<file path="config.mk">
export PLATFORM = sky130hd
export DESIGN_NAME = hbridge_ramped_speed_control_unit
export DESIGN_NICKNAME = d
export VERILOG_FILES = /design/src/design/hrsc_pkg.sv /design/src/design/hbridge_ramped_speed_control_unit.sv /design/src/design/hrsc_front.sv /design/src/design/hrsc_queue.sv /design/src/design/hrsc_back.sv
export SDC_FILE = /design/constraint.sdc
export NUM_CORES = 1
export LEC_CHECK = 0
export BUFFER_PORTS_ARGS = -buffer_cell sky130_fd_sc_hd__clkbuf_2
export CAP_MARGIN = 20
export CELL_PAD_IN_SITES_DETAIL_PLACEMENT = 0
export CELL_PAD_IN_SITES_GLOBAL_PLACEMENT = 1
export CORE_MARGIN = 4
export CORE_UTILIZATION = 47
export DETAILED_ROUTE_END_ITERATION = 16
export GPL_TIMING_DRIVEN = 0
export PLACE_DENSITY = 0.91
export SLEW_MARGIN = 20
export SYNTH_ARGS = -nofsm -noshare
export SYNTH_HDL_FRONTEND = slang
export SYNTH_SLANG_ARGS = --single-unit
</file>
<file path="constraint.sdc">
create_clock -name clk -period 7.61 [get_ports clk]
set_input_delay 0.761 -clock clk [delete_from_list [all_inputs] [get_ports clk]]
set_output_delay 0.761 -clock clk [all_outputs]
set_load 0.05 [all_outputs]
</file>
<file path="src/design/hrsc_pkg.sv">
// ----------------------------------------------------------------------------
// hrsc_pkg
// Types, codes and reset values shared by the ramped speed control unit.
// ----------------------------------------------------------------------------
package hrsc_pkg;

	localparam int MOTOR_COUNT_DEF = 2;
	localparam int QUEUE_DEPTH     = 4;
	localparam int QPTR_W          = $clog2(QUEUE_DEPTH);

	localparam logic [7:0]  RAMP_STEP_RST     = 8'd5;
	localparam logic [15:0] RAMP_INTERVAL_RST = 16'd10;
	localparam logic [7:0]  MAX_PWM_RST       = 8'd255;

	localparam logic [1:0] DIR_STOP = 2'd0;
	localparam logic [1:0] DIR_FWD  = 2'd1;

	typedef enum logic [1:0] {
		REG_RAMP_STEP     = 2'd0,
		REG_RAMP_INTERVAL = 2'd1,
		REG_MAX_PWM       = 2'd2
	} reg_idx_t;

	typedef enum logic [1:0] {
		OP_TICK   = 2'd0,
		OP_SPEED  = 2'd1,
		OP_CMD    = 2'd2,
		OP_ENABLE = 2'd3
	} op_t;

	typedef enum logic [1:0] {
		CMD_STEP   = 2'd0,
		CMD_TARGET = 2'd1,
		CMD_ENABLE = 2'd2
	} cmd_kind_t;

	typedef struct packed {
		cmd_kind_t         kind;
		logic [2:0]        motor;
		logic signed [8:0] value;
		logic              flag;
	} cmd_t;

	typedef struct packed {
		logic [7:0]  ramp_step;
		logic [15:0] ramp_interval;
		logic [7:0]  max_pwm;
	} cfg_t;

endpackage

</file>
<file path="src/design/hbridge_ramped_speed_control_unit.sv">
// ----------------------------------------------------------------------------
// hbridge_ramped_speed_control_unit
// Ramped speed control for a bank of H-bridge motors.
//
//  channel  | dir | signals                    | beat
//  s_axis   | in  | tvalid tready tdata tuser  | one request, tuser = op
//  m_axis   | out | tvalid tready tdata tlast  | one motor status, tlast on last
//  apb      | in  | psel penable pwrite paddr  | register write or read
//
// Set-speed, set-command and ticks that do not reach the interval produce
// no beats. A ramp step or an enable change emits one beat per motor in
// the back, which takes no new command until its last beat is issued.
// The four-entry queue lets the front keep accepting while the back emits.
// Reset is asynchronous; registers return to 5, 10, 255 and driver enabled.
// ----------------------------------------------------------------------------
module hbridge_ramped_speed_control_unit import hrsc_pkg::*; #(
	parameter int MOTOR_COUNT = MOTOR_COUNT_DEF
) (
	input  logic        clk,
	input  logic        arst_n,
	input  logic        s_axis_tvalid,
	output logic        s_axis_tready,
	// motor[2:0] speed[18:3] direction[20:19] magnitude[28:21] enable_flag[29]
	input  logic [31:0] s_axis_tdata,
	// op[1:0]
	input  logic [1:0]  s_axis_tuser,
	output logic        m_axis_tvalid,
	input  logic        m_axis_tready,
	// motor_index[2:0] pin_a[3] pin_b[4] duty[12:5] standby_pin[13]
	// current_speed[22:14] target_speed[31:23]
	output logic [31:0] m_axis_tdata,
	output logic        m_axis_tlast,
	input  logic        psel,
	input  logic        penable,
	input  logic        pwrite,
	input  logic [3:0]  paddr,
	input  logic [31:0] pwdata,
	output logic [31:0] prdata,
	output logic        pready
);

	cfg_t              cfg_q;
	logic              cfg_we;
	logic              q_push;
	cmd_t              q_cmd;
	logic              q_full;
	logic              q_pop;
	logic              q_valid;
	cmd_t              q_head;
	logic [2:0]        o_motor;
	logic              o_pin_a;
	logic              o_pin_b;
	logic [7:0]        o_duty;
	logic              o_standby;
	logic signed [8:0] o_cur;
	logic signed [8:0] o_tgt;

	assign pready = 1'b1;
	assign cfg_we = psel && penable && pwrite && pready;

	always_ff @(posedge clk or negedge arst_n) begin
		if (!arst_n) begin
			cfg_q.ramp_step     <= RAMP_STEP_RST;
			cfg_q.ramp_interval <= RAMP_INTERVAL_RST;
			cfg_q.max_pwm       <= MAX_PWM_RST;
		end else if (cfg_we) begin
			unique case (paddr[3:2])
				REG_RAMP_STEP:     cfg_q.ramp_step     <= pwdata[7:0];
				REG_RAMP_INTERVAL: cfg_q.ramp_interval <= pwdata[15:0];
				REG_MAX_PWM:       cfg_q.max_pwm       <= pwdata[7:0];
				default: begin
				end
			endcase
		end
	end

	always_comb begin
		unique case (paddr[3:2])
			REG_RAMP_STEP:     prdata = {24'd0, cfg_q.ramp_step};
			REG_RAMP_INTERVAL: prdata = {16'd0, cfg_q.ramp_interval};
			REG_MAX_PWM:       prdata = {24'd0, cfg_q.max_pwm};
			default:           prdata = '0;
		endcase
	end

	hrsc_front #(
		.MOTOR_COUNT(MOTOR_COUNT)
	) u_front (
		.clk           (clk),
		.arst_n        (arst_n),
		.cfg           (cfg_q),
		.in_valid      (s_axis_tvalid),
		.in_ready      (s_axis_tready),
		.in_op         (s_axis_tuser),
		.in_motor      (s_axis_tdata[2:0]),
		.in_speed      (s_axis_tdata[18:3]),
		.in_direction  (s_axis_tdata[20:19]),
		.in_magnitude  (s_axis_tdata[28:21]),
		.in_enable_flag(s_axis_tdata[29]),
		.q_full        (q_full),
		.q_push        (q_push),
		.q_cmd         (q_cmd)
	);

	hrsc_queue u_queue (
		.clk     (clk),
		.arst_n  (arst_n),
		.push    (q_push),
		.push_cmd(q_cmd),
		.full    (q_full),
		.pop     (q_pop),
		.valid   (q_valid),
		.head    (q_head)
	);

	hrsc_back #(
		.MOTOR_COUNT(MOTOR_COUNT)
	) u_back (
		.clk              (clk),
		.arst_n           (arst_n),
		.cfg              (cfg_q),
		.q_valid          (q_valid),
		.q_head           (q_head),
		.q_pop            (q_pop),
		.out_valid        (m_axis_tvalid),
		.out_ready        (m_axis_tready),
		.out_motor_index  (o_motor),
		.out_pin_a        (o_pin_a),
		.out_pin_b        (o_pin_b),
		.out_duty         (o_duty),
		.out_standby_pin  (o_standby),
		.out_current_speed(o_cur),
		.out_target_speed (o_tgt),
		.out_last         (m_axis_tlast)
	);

	assign m_axis_tdata = {o_tgt, o_cur, o_standby, o_duty, o_pin_b, o_pin_a, o_motor};

	a_last_on_final_motor: assert property (@(posedge clk) disable iff (!arst_n)
		m_axis_tvalid |-> (m_axis_tlast == (m_axis_tdata[2:0] == 3'(MOTOR_COUNT - 1))))
		else $error("tlast not on final motor");

	a_standby_zero_duty: assert property (@(posedge clk) disable iff (!arst_n)
		(m_axis_tvalid && !m_axis_tdata[13]) |-> (m_axis_tdata[12:0] & 13'h1FF8) == 13'd0)
		else $error("outputs active while driver disabled");

	a_pins_exclusive: assert property (@(posedge clk) disable iff (!arst_n)
		m_axis_tvalid |-> !(m_axis_tdata[3] && m_axis_tdata[4]))
		else $error("both bridge pins high");

	a_duty_matches_pins: assert property (@(posedge clk) disable iff (!arst_n)
		m_axis_tvalid |-> ((m_axis_tdata[12:5] == 8'd0) == !(m_axis_tdata[3] || m_axis_tdata[4])))
		else $error("duty and bridge pins disagree");

endmodule

</file>
<file path="src/design/hrsc_front.sv">
// ----------------------------------------------------------------------------
// hrsc_front
// Accepts input beats, counts ms ticks, clamps targets and queues commands.
// ----------------------------------------------------------------------------
module hrsc_front import hrsc_pkg::*; #(
	parameter int MOTOR_COUNT = MOTOR_COUNT_DEF
) (
	input  logic        clk,
	input  logic        arst_n,
	input  cfg_t        cfg,
	input  logic        in_valid,
	output logic        in_ready,
	input  logic [1:0]  in_op,
	input  logic [2:0]  in_motor,
	input  logic [15:0] in_speed,
	input  logic [1:0]  in_direction,
	input  logic [7:0]  in_magnitude,
	input  logic        in_enable_flag,
	input  logic        q_full,
	output logic        q_push,
	output cmd_t        q_cmd
);

	logic [15:0]        ticks_q;
	logic [15:0]        ticks_inc;
	logic               step_hit;
	logic               accept;
	logic               motor_ok;
	logic signed [16:0] lim;
	logic signed [16:0] req;
	logic signed [16:0] clamped;

	assign in_ready  = !q_full;
	assign accept    = in_valid && in_ready;
	assign ticks_inc = (ticks_q != 16'hFFFF) ? ticks_q + 16'd1 : ticks_q;
	assign step_hit  = ticks_inc >= cfg.ramp_interval;
	assign motor_ok  = {1'b0, in_motor} < 4'(MOTOR_COUNT);
	assign lim       = $signed({9'd0, cfg.max_pwm});

	always_comb begin
		if (op_t'(in_op) == OP_SPEED) begin
			req = {in_speed[15], in_speed};
		end else if (in_direction == DIR_STOP || in_magnitude == 8'd0) begin
			req = '0;
		end else if (in_direction == DIR_FWD) begin
			req = $signed({9'd0, in_magnitude});
		end else begin
			req = -$signed({9'd0, in_magnitude});
		end
		if (req > lim) begin
			clamped = lim;
		end else if (req < -lim) begin
			clamped = -lim;
		end else begin
			clamped = req;
		end
	end

	always_comb begin
		q_cmd.motor = in_motor;
		q_cmd.value = 9'(clamped);
		q_cmd.flag  = in_enable_flag;
		q_cmd.kind  = CMD_TARGET;
		q_push      = 1'b0;
		unique case (op_t'(in_op))
			OP_TICK: begin
				q_cmd.kind = CMD_STEP;
				q_push     = accept && step_hit;
			end
			OP_SPEED, OP_CMD: begin
				q_cmd.kind = CMD_TARGET;
				q_push     = accept && motor_ok;
			end
			OP_ENABLE: begin
				q_cmd.kind = CMD_ENABLE;
				q_push     = accept;
			end
			default: begin
				q_push = 1'b0;
			end
		endcase
	end

	always_ff @(posedge clk or negedge arst_n) begin
		if (!arst_n) begin
			ticks_q <= '0;
		end else if (accept && op_t'(in_op) == OP_TICK) begin
			ticks_q <= step_hit ? 16'd0 : ticks_inc;
		end
	end

endmodule

</file>
<file path="src/design/hrsc_queue.sv">
// ----------------------------------------------------------------------------
// hrsc_queue
// Small command queue between the front and the back.
// ----------------------------------------------------------------------------
module hrsc_queue import hrsc_pkg::*; (
	input  logic clk,
	input  logic arst_n,
	input  logic push,
	input  cmd_t push_cmd,
	output logic full,
	input  logic pop,
	output logic valid,
	output cmd_t head
);

	cmd_t              mem_q [QUEUE_DEPTH];
	logic [QPTR_W-1:0] wptr_q;
	logic [QPTR_W-1:0] rptr_q;
	logic [QPTR_W:0]   count_q;
	logic              do_pop;

	assign full   = count_q == (QPTR_W+1)'(QUEUE_DEPTH);
	assign valid  = count_q != '0;
	assign head   = mem_q[rptr_q];
	assign do_pop = pop && valid;

	always_ff @(posedge clk) begin
		if (push) begin
			mem_q[wptr_q] <= push_cmd;
		end
	end

	always_ff @(posedge clk or negedge arst_n) begin
		if (!arst_n) begin
			wptr_q  <= '0;
			rptr_q  <= '0;
			count_q <= '0;
		end else begin
			if (push) begin
				wptr_q <= wptr_q + 1'b1;
			end
			if (do_pop) begin
				rptr_q <= rptr_q + 1'b1;
			end
			if (push && !do_pop) begin
				count_q <= count_q + 1'b1;
			end else if (!push && do_pop) begin
				count_q <= count_q - 1'b1;
			end
		end
	end

endmodule

</file>
<file path="src/design/hrsc_back.sv">
// ----------------------------------------------------------------------------
// hrsc_back
// Holds motor state, runs ramp steps and enable changes, emits result beats.
// ----------------------------------------------------------------------------
module hrsc_back import hrsc_pkg::*; #(
	parameter int MOTOR_COUNT = MOTOR_COUNT_DEF
) (
	input  logic              clk,
	input  logic              arst_n,
	input  cfg_t              cfg,
	input  logic              q_valid,
	input  cmd_t              q_head,
	output logic              q_pop,
	output logic              out_valid,
	input  logic              out_ready,
	output logic [2:0]        out_motor_index,
	output logic              out_pin_a,
	output logic              out_pin_b,
	output logic [7:0]        out_duty,
	output logic              out_standby_pin,
	output logic signed [8:0] out_current_speed,
	output logic signed [8:0] out_target_speed,
	output logic              out_last
);

	localparam int IDX_W = (MOTOR_COUNT > 1) ? $clog2(MOTOR_COUNT) : 1;

	typedef enum logic [1:0] {
		ST_IDLE,
		ST_STEP,
		ST_EMIT
	} state_t;

	typedef struct packed {
		logic       pin_a;
		logic       pin_b;
		logic [7:0] duty;
	} app_t;

	state_t            state_q;
	logic [IDX_W-1:0]  idx_q;
	logic              enabled_q;
	logic signed [8:0] cur_q [MOTOR_COUNT];
	logic signed [8:0] tgt_q [MOTOR_COUNT];
	app_t              app_q [MOTOR_COUNT];

	logic signed [8:0]  cur;
	logic signed [8:0]  goal;
	logic signed [10:0] up;
	logic signed [10:0] dn;
	logic signed [8:0]  nv;
	logic signed [8:0]  mag9;
	app_t               drv;
	logic signed [8:0]  res_cur;
	app_t               res_app;
	logic               slot_free;
	logic               is_last;
	logic [IDX_W-1:0]   tmotor;

	assign cur       = cur_q[idx_q];
	assign goal      = tgt_q[idx_q];
	assign up        = 11'(cur) + $signed({3'd0, cfg.ramp_step});
	assign dn        = 11'(cur) - $signed({3'd0, cfg.ramp_step});
	assign slot_free = !out_valid || out_ready;
	assign is_last   = idx_q == IDX_W'(MOTOR_COUNT - 1);
	assign q_pop     = state_q == ST_IDLE && q_valid;
	assign tmotor    = q_head.motor[IDX_W-1:0];

	always_comb begin
		if (cur < goal) begin
			nv = (up > 11'(goal)) ? goal : 9'(up);
		end else if (cur > goal) begin
			nv = (dn < 11'(goal)) ? goal : 9'(dn);
		end else begin
			nv = cur;
		end
		mag9 = (nv < 0) ? -nv : nv;
		if (!enabled_q || nv == 9'sd0) begin
			drv = '0;
		end else begin
			drv.pin_a = nv > 0;
			drv.pin_b = nv < 0;
			drv.duty  = mag9[7:0];
		end
		res_cur = (state_q == ST_STEP) ? nv : cur;
		res_app = (state_q == ST_STEP) ? drv : app_q[idx_q];
	end

	always_ff @(posedge clk or negedge arst_n) begin
		if (!arst_n) begin
			state_q   <= ST_IDLE;
			idx_q     <= '0;
			enabled_q <= 1'b1;
			out_valid <= 1'b0;
			for (int i = 0; i < MOTOR_COUNT; i++) begin
				cur_q[i] <= '0;
				tgt_q[i] <= '0;
				app_q[i] <= '0;
			end
		end else begin
			if (out_valid && out_ready) begin
				out_valid <= 1'b0;
			end
			unique case (state_q)
				ST_IDLE: begin
					idx_q <= '0;
					if (q_valid) begin
						unique case (q_head.kind)
							CMD_STEP: begin
								state_q <= ST_STEP;
							end
							CMD_TARGET: begin
								tgt_q[tmotor] <= q_head.value;
							end
							CMD_ENABLE: begin
								enabled_q <= q_head.flag;
								if (!q_head.flag) begin
									for (int i = 0; i < MOTOR_COUNT; i++) begin
										cur_q[i] <= '0;
										app_q[i] <= '0;
									end
								end
								state_q <= ST_EMIT;
							end
							default: begin
								state_q <= ST_IDLE;
							end
						endcase
					end
				end
				ST_STEP, ST_EMIT: begin
					if (slot_free) begin
						cur_q[idx_q]      <= res_cur;
						app_q[idx_q]      <= res_app;
						out_valid         <= 1'b1;
						out_motor_index   <= 3'(idx_q);
						out_pin_a         <= res_app.pin_a;
						out_pin_b         <= res_app.pin_b;
						out_duty          <= res_app.duty;
						out_standby_pin   <= enabled_q;
						out_current_speed <= res_cur;
						out_target_speed  <= goal;
						out_last          <= is_last;
						if (is_last) begin
							state_q <= ST_IDLE;
						end else begin
							idx_q <= idx_q + 1'b1;
						end
					end
				end
				default: begin
					state_q <= ST_IDLE;
				end
			endcase
		end
	end

endmodule
</file>
==> metrics.md <==
| Metric | Value |
|---|---|
| Final GP Congestion | `0.9286` |
| Commonest non-fill, non-tap cell in the layout | `nand2_1` |
| # DRC | `0` |
| Fin cells | `1700` |
| Post_cts resized | `0` |
| Die H | `about 170 um` |
| GR Util All Layers | `20.61%` |
| CTS Buffer Depth | `2` |
| Slowest library cell on the worst path | `o32ai_1` |
| Number of DRC markers in iteration 0 | `744` |
| Layout cell share with drive strength beyond 1 | `19.34%` |
| Maxcap violations | `0` |
| Status | `finished, final reports clean` |
| Seq. cell area | `around 0.0054 mm2` |
| VDD IR max | `roughly 0.34 mV` |
| Sink Count | `about 200` |
| Synth unique cells | `80` |
| CP arrival | `just under 7000 ps` |
| Number of synthesized flops with an enable pin | `between 80 and 90` |
| Seq/Total Area, Yosys | `43.30%` |
| Synth Area per Inst | `10.28 um2` |
| Simple-Gate Fraction of Synth Area | `between 10% and 20%` |
| Synth Register Bits | `198` |
| H-tree Lvls | `4` |
| CTS tree | `built` |
| Compound-Gate Fraction of Synth Area | `between 10 and 15%` |
| Post-CTS Hold Fix Bufs | `0` |
| CTS clk-pin slew, worst paths | `around 80 ps` |
| I/O pin total | `~150` |
| Skew final | `about 19 ps` |
| Setup Viol. Count Final | `0` |
| Hold Crit Class | `primary input to async pin` |
| P_leak | `0.006402 uW` |
| Slew Limit Fails | `0` |
| Largest net degree at the start of global routing | `85` |
| Layout filler cell count | `around 2300` |
| Synth-to-Final Area Change | `13.35%` |
| PwrDens | `roughly 470 mW/mm2` |
| Total CTS buffers | `17` |
| Hpwl dp | `roughly 23000 um` |
| RSZ-0062 raised after global routing | `no` |
| Via count | `9526` |
| Post-synthesis xor/xnor area fraction | `approximately 3.1%` |
| Total gr overflow | `0` |
| Diode count | `0` |
| Port Buf Inserts | `around 110` |
| Asr flop ratio synth | `around 59%` |
| Post-route clock period utilization | `87.17%` |
| First-pass GRT wire length | `48300 um` |
| Initial antenna violation count | `0` |
| Critical Path RT | `7760 ps` |
| Post-synthesis mux area share | `9.988%` |
| Net count, final | `approximately 1500` |
| Final wirelength | `roughly 30000 um` |
| Setup bufs post-CTS | `0` |
| Total negative setup slack | `0 ps` |
| Adder-Cell Fraction of Synth Area | `a little over a tenth` |
| FMAX | `~150 MHz` |
| Worst setup EP type | `flip-flop` |
| Die width | `~170 um` |
| Largest family of logic cells by synthesized area | `compound AO/OA/AOI/OAI gates` |
| DP Worst Slack | `between 1000 and 1500 ps` |
| FP Rows | `59` |
| Slew @ Worst Pin | `1075 ps` |
| Kind of critical path | `flip-flop to flip-flop` |
| DRT Pass-1 Iters | `5` |
| Mapped Cells | `between 1000 and 1500` |
| Initial Util | `47.69%` |
| Final worst setup slack | `976.4 ps` |
| Min cycle time layout | `between 6000 and 7000 ps` |
| Clk Latency, worst-skew pair | `approximately 440 ps` |
| Synth Cell Area | `about 0.012 mm2` |
| R2R cell count | `23` |
| Die area | `between 0.02 and 0.03 mm2` |
| Multi-input combinational cell area | `approximately 0.0064 mm2` |
| Top_reg_cell synth | `dfrtp_1` |
| Final Hold Viols | `0` |
| DRT antenna net count | `0` |
| Crit-path cells | `buf_4 -> buf_2 -> buf_2 -> mux2_2 -> ha_1 -> fa_1 -> nor2b_1 -> o311a_1 -> o21bai_1 -> a21oi_1 -> xnor2_1 -> ha_1 -> nand4_1 -> o32ai_1 -> a21o_1 -> buf_2 -> mux2_2 -> o2bb2ai_1 -> ha_1 -> nand2_1 -> nor3_1 -> o31a_1 -> o22ai_1` |
| Core Area | `around 0.026 mm2` |
| Crit path largest cell delay | `about 450 ps` |
| CP max FO | `10` |
| Vias in the first global route | `roughly 9500` |
| Vias/cell | `5.604` |
| Most frequent cells in the layout | `135 x nand2_1, 105 x clkbuf_2, 103 x dfrtp_1` |
| DP Cell Count | `1668` |
| Startpoint class of the critical path | `flip-flop` |
| Synth warn | `0` |
| Worst slew margin | `27.75%` |
| CTS root buf | `clkbuf_16` |
| Wire per inst | `between 15 and 20 um` |
[path summary, 6_finish.rpt]
kind                                          start                            to  slack [ps]
min                                          arst_n   u_back.app_q[3]$_DFFE_PN0P_         220
max                        u_back.idx_q$_DFFE_PN0P_  u_back.out_duty[1]$_DFFE_PP_         980
max in group asynchronous                    arst_n         cfg_q[24]$_DFFE_PN1P_        6620
max reg2reg                u_back.idx_q$_DFFE_PN0P_  u_back.out_duty[1]$_DFFE_PP_         980
min reg2reg                u_back.idx_q$_DFFE_PN0P_     u_back.out_last$_DFFE_PP_         470
min in group clk           u_back.idx_q$_DFFE_PN0P_     u_back.out_last$_DFFE_PP_         470
[stage by stage]
step | instance area [um2] | power [uW] | hold slack (ps) | util (%)
after detailed placement | 13490 | 5734 | 456.5 | 51.75
after floorplan | 12490 | 4708 | 426.1 | -
after global placement | 13440 | 5620 | 437.3 | 51.56
after global routing | 14090 | 7197 | 228.4 | 54.05
final | 14090 | 6688 | 217.1 | 54.05
after CTS | 14080 | 6682 | 224.9 | 54.02
[critical path, delay by kind of cell (launching register included)]
kind	cells	cell delay, ps
and+or+nand+nor	4	770
buffers and inverters	4	1140
DFF	1	360
muxes	2	800
AOI/OAI and AO/OA	8	1850
xor gates and xnor gates	1	170
adders and majority gates	4	1260
[metal layers]
layer / up-vias / GRT usage [%] / wire length, um / share of wire, %
met3: 43 / 3.189 / 1425 / 4.8
met4: 0 / 6.389 / 738 / 2.5
met1: 4613 / 28.01 / 13360 / 45
met2: 267 / 34.22 / 14000 / 47
li1: 4603 / - / - / -
met5: - / 0 / 0 / 0
[Yosys cell counts (24+ instances only)]
library cell | n | area share (%)
a21oi_1 | 40 | 1.6
buf_4 | 24 | 1.4
clkbuf_1 | 38 | 1.1
dfrtp_1 | 103 | 21
edfxtp_1 | 82 | 20
ha_1 | 102 | 10
inv_1 | 82 | 2.5
mux2_2 | 43 | 3.9
mux2i_1 | 41 | 3.3
nand2_1 | 135 | 4.1
nor2_1 | 64 | 1.9
nor3_1 | 25 | 1.0
o21ai_0 | 88 | 3.5
xnor2_1 | 32 | 2.3
[sequential cells by signal, summed over array words and instances, names as in the netlist]
register and count:
u_queue.mem_q 52, cfg_q 32, u_back.app_q 20, u_back.cur_q 18, u_back.tgt_q 18, u_front.ticks_q 16
u_back.out_current_speed 9, u_back.out_target_speed 9, u_back.out_duty 8, u_queue.count_q 3, u_back.state_q 2, u_queue.rptr_q 2
u_queue.wptr_q 2, u_back.enabled_q 1, u_back.idx_q 1, u_back.out_last 1, u_back.out_pin_a 1, u_back.out_pin_b 1
u_back.out_standby_pin 1, u_back.out_valid 1
[where the power goes]
group	internal (uW)	total, uW	switching [uW]
clock	497	923	425
combinational	1520	4110	2590
sequential	1490	1660	163
total	3510	6690	3180
[area by class of cell]
class / count / area share (%)
clock buffers: 18 / 3.056
inverters: 82 / 2.185
flip-flops and latches: 198 / 38.20
plain buffers: 74 / 2.691
well taps: 335 / 2.976
clock inverters: 14 / 1.137
multi-input cells: 872 / 45.71
repair buffers: 107 / 4.042
[kinds of logic after synthesis]
logic type	Yosys count
AND/OR/NAND/NOR	329
buffers and inverters	156
multiplexers	101
adder cells (fa/ha/maj)	105
AO/OA/AOI/OAI	274
other	2
flip-flops	198
XOR/XNOR	44
(Power assumes the default switching activity.)
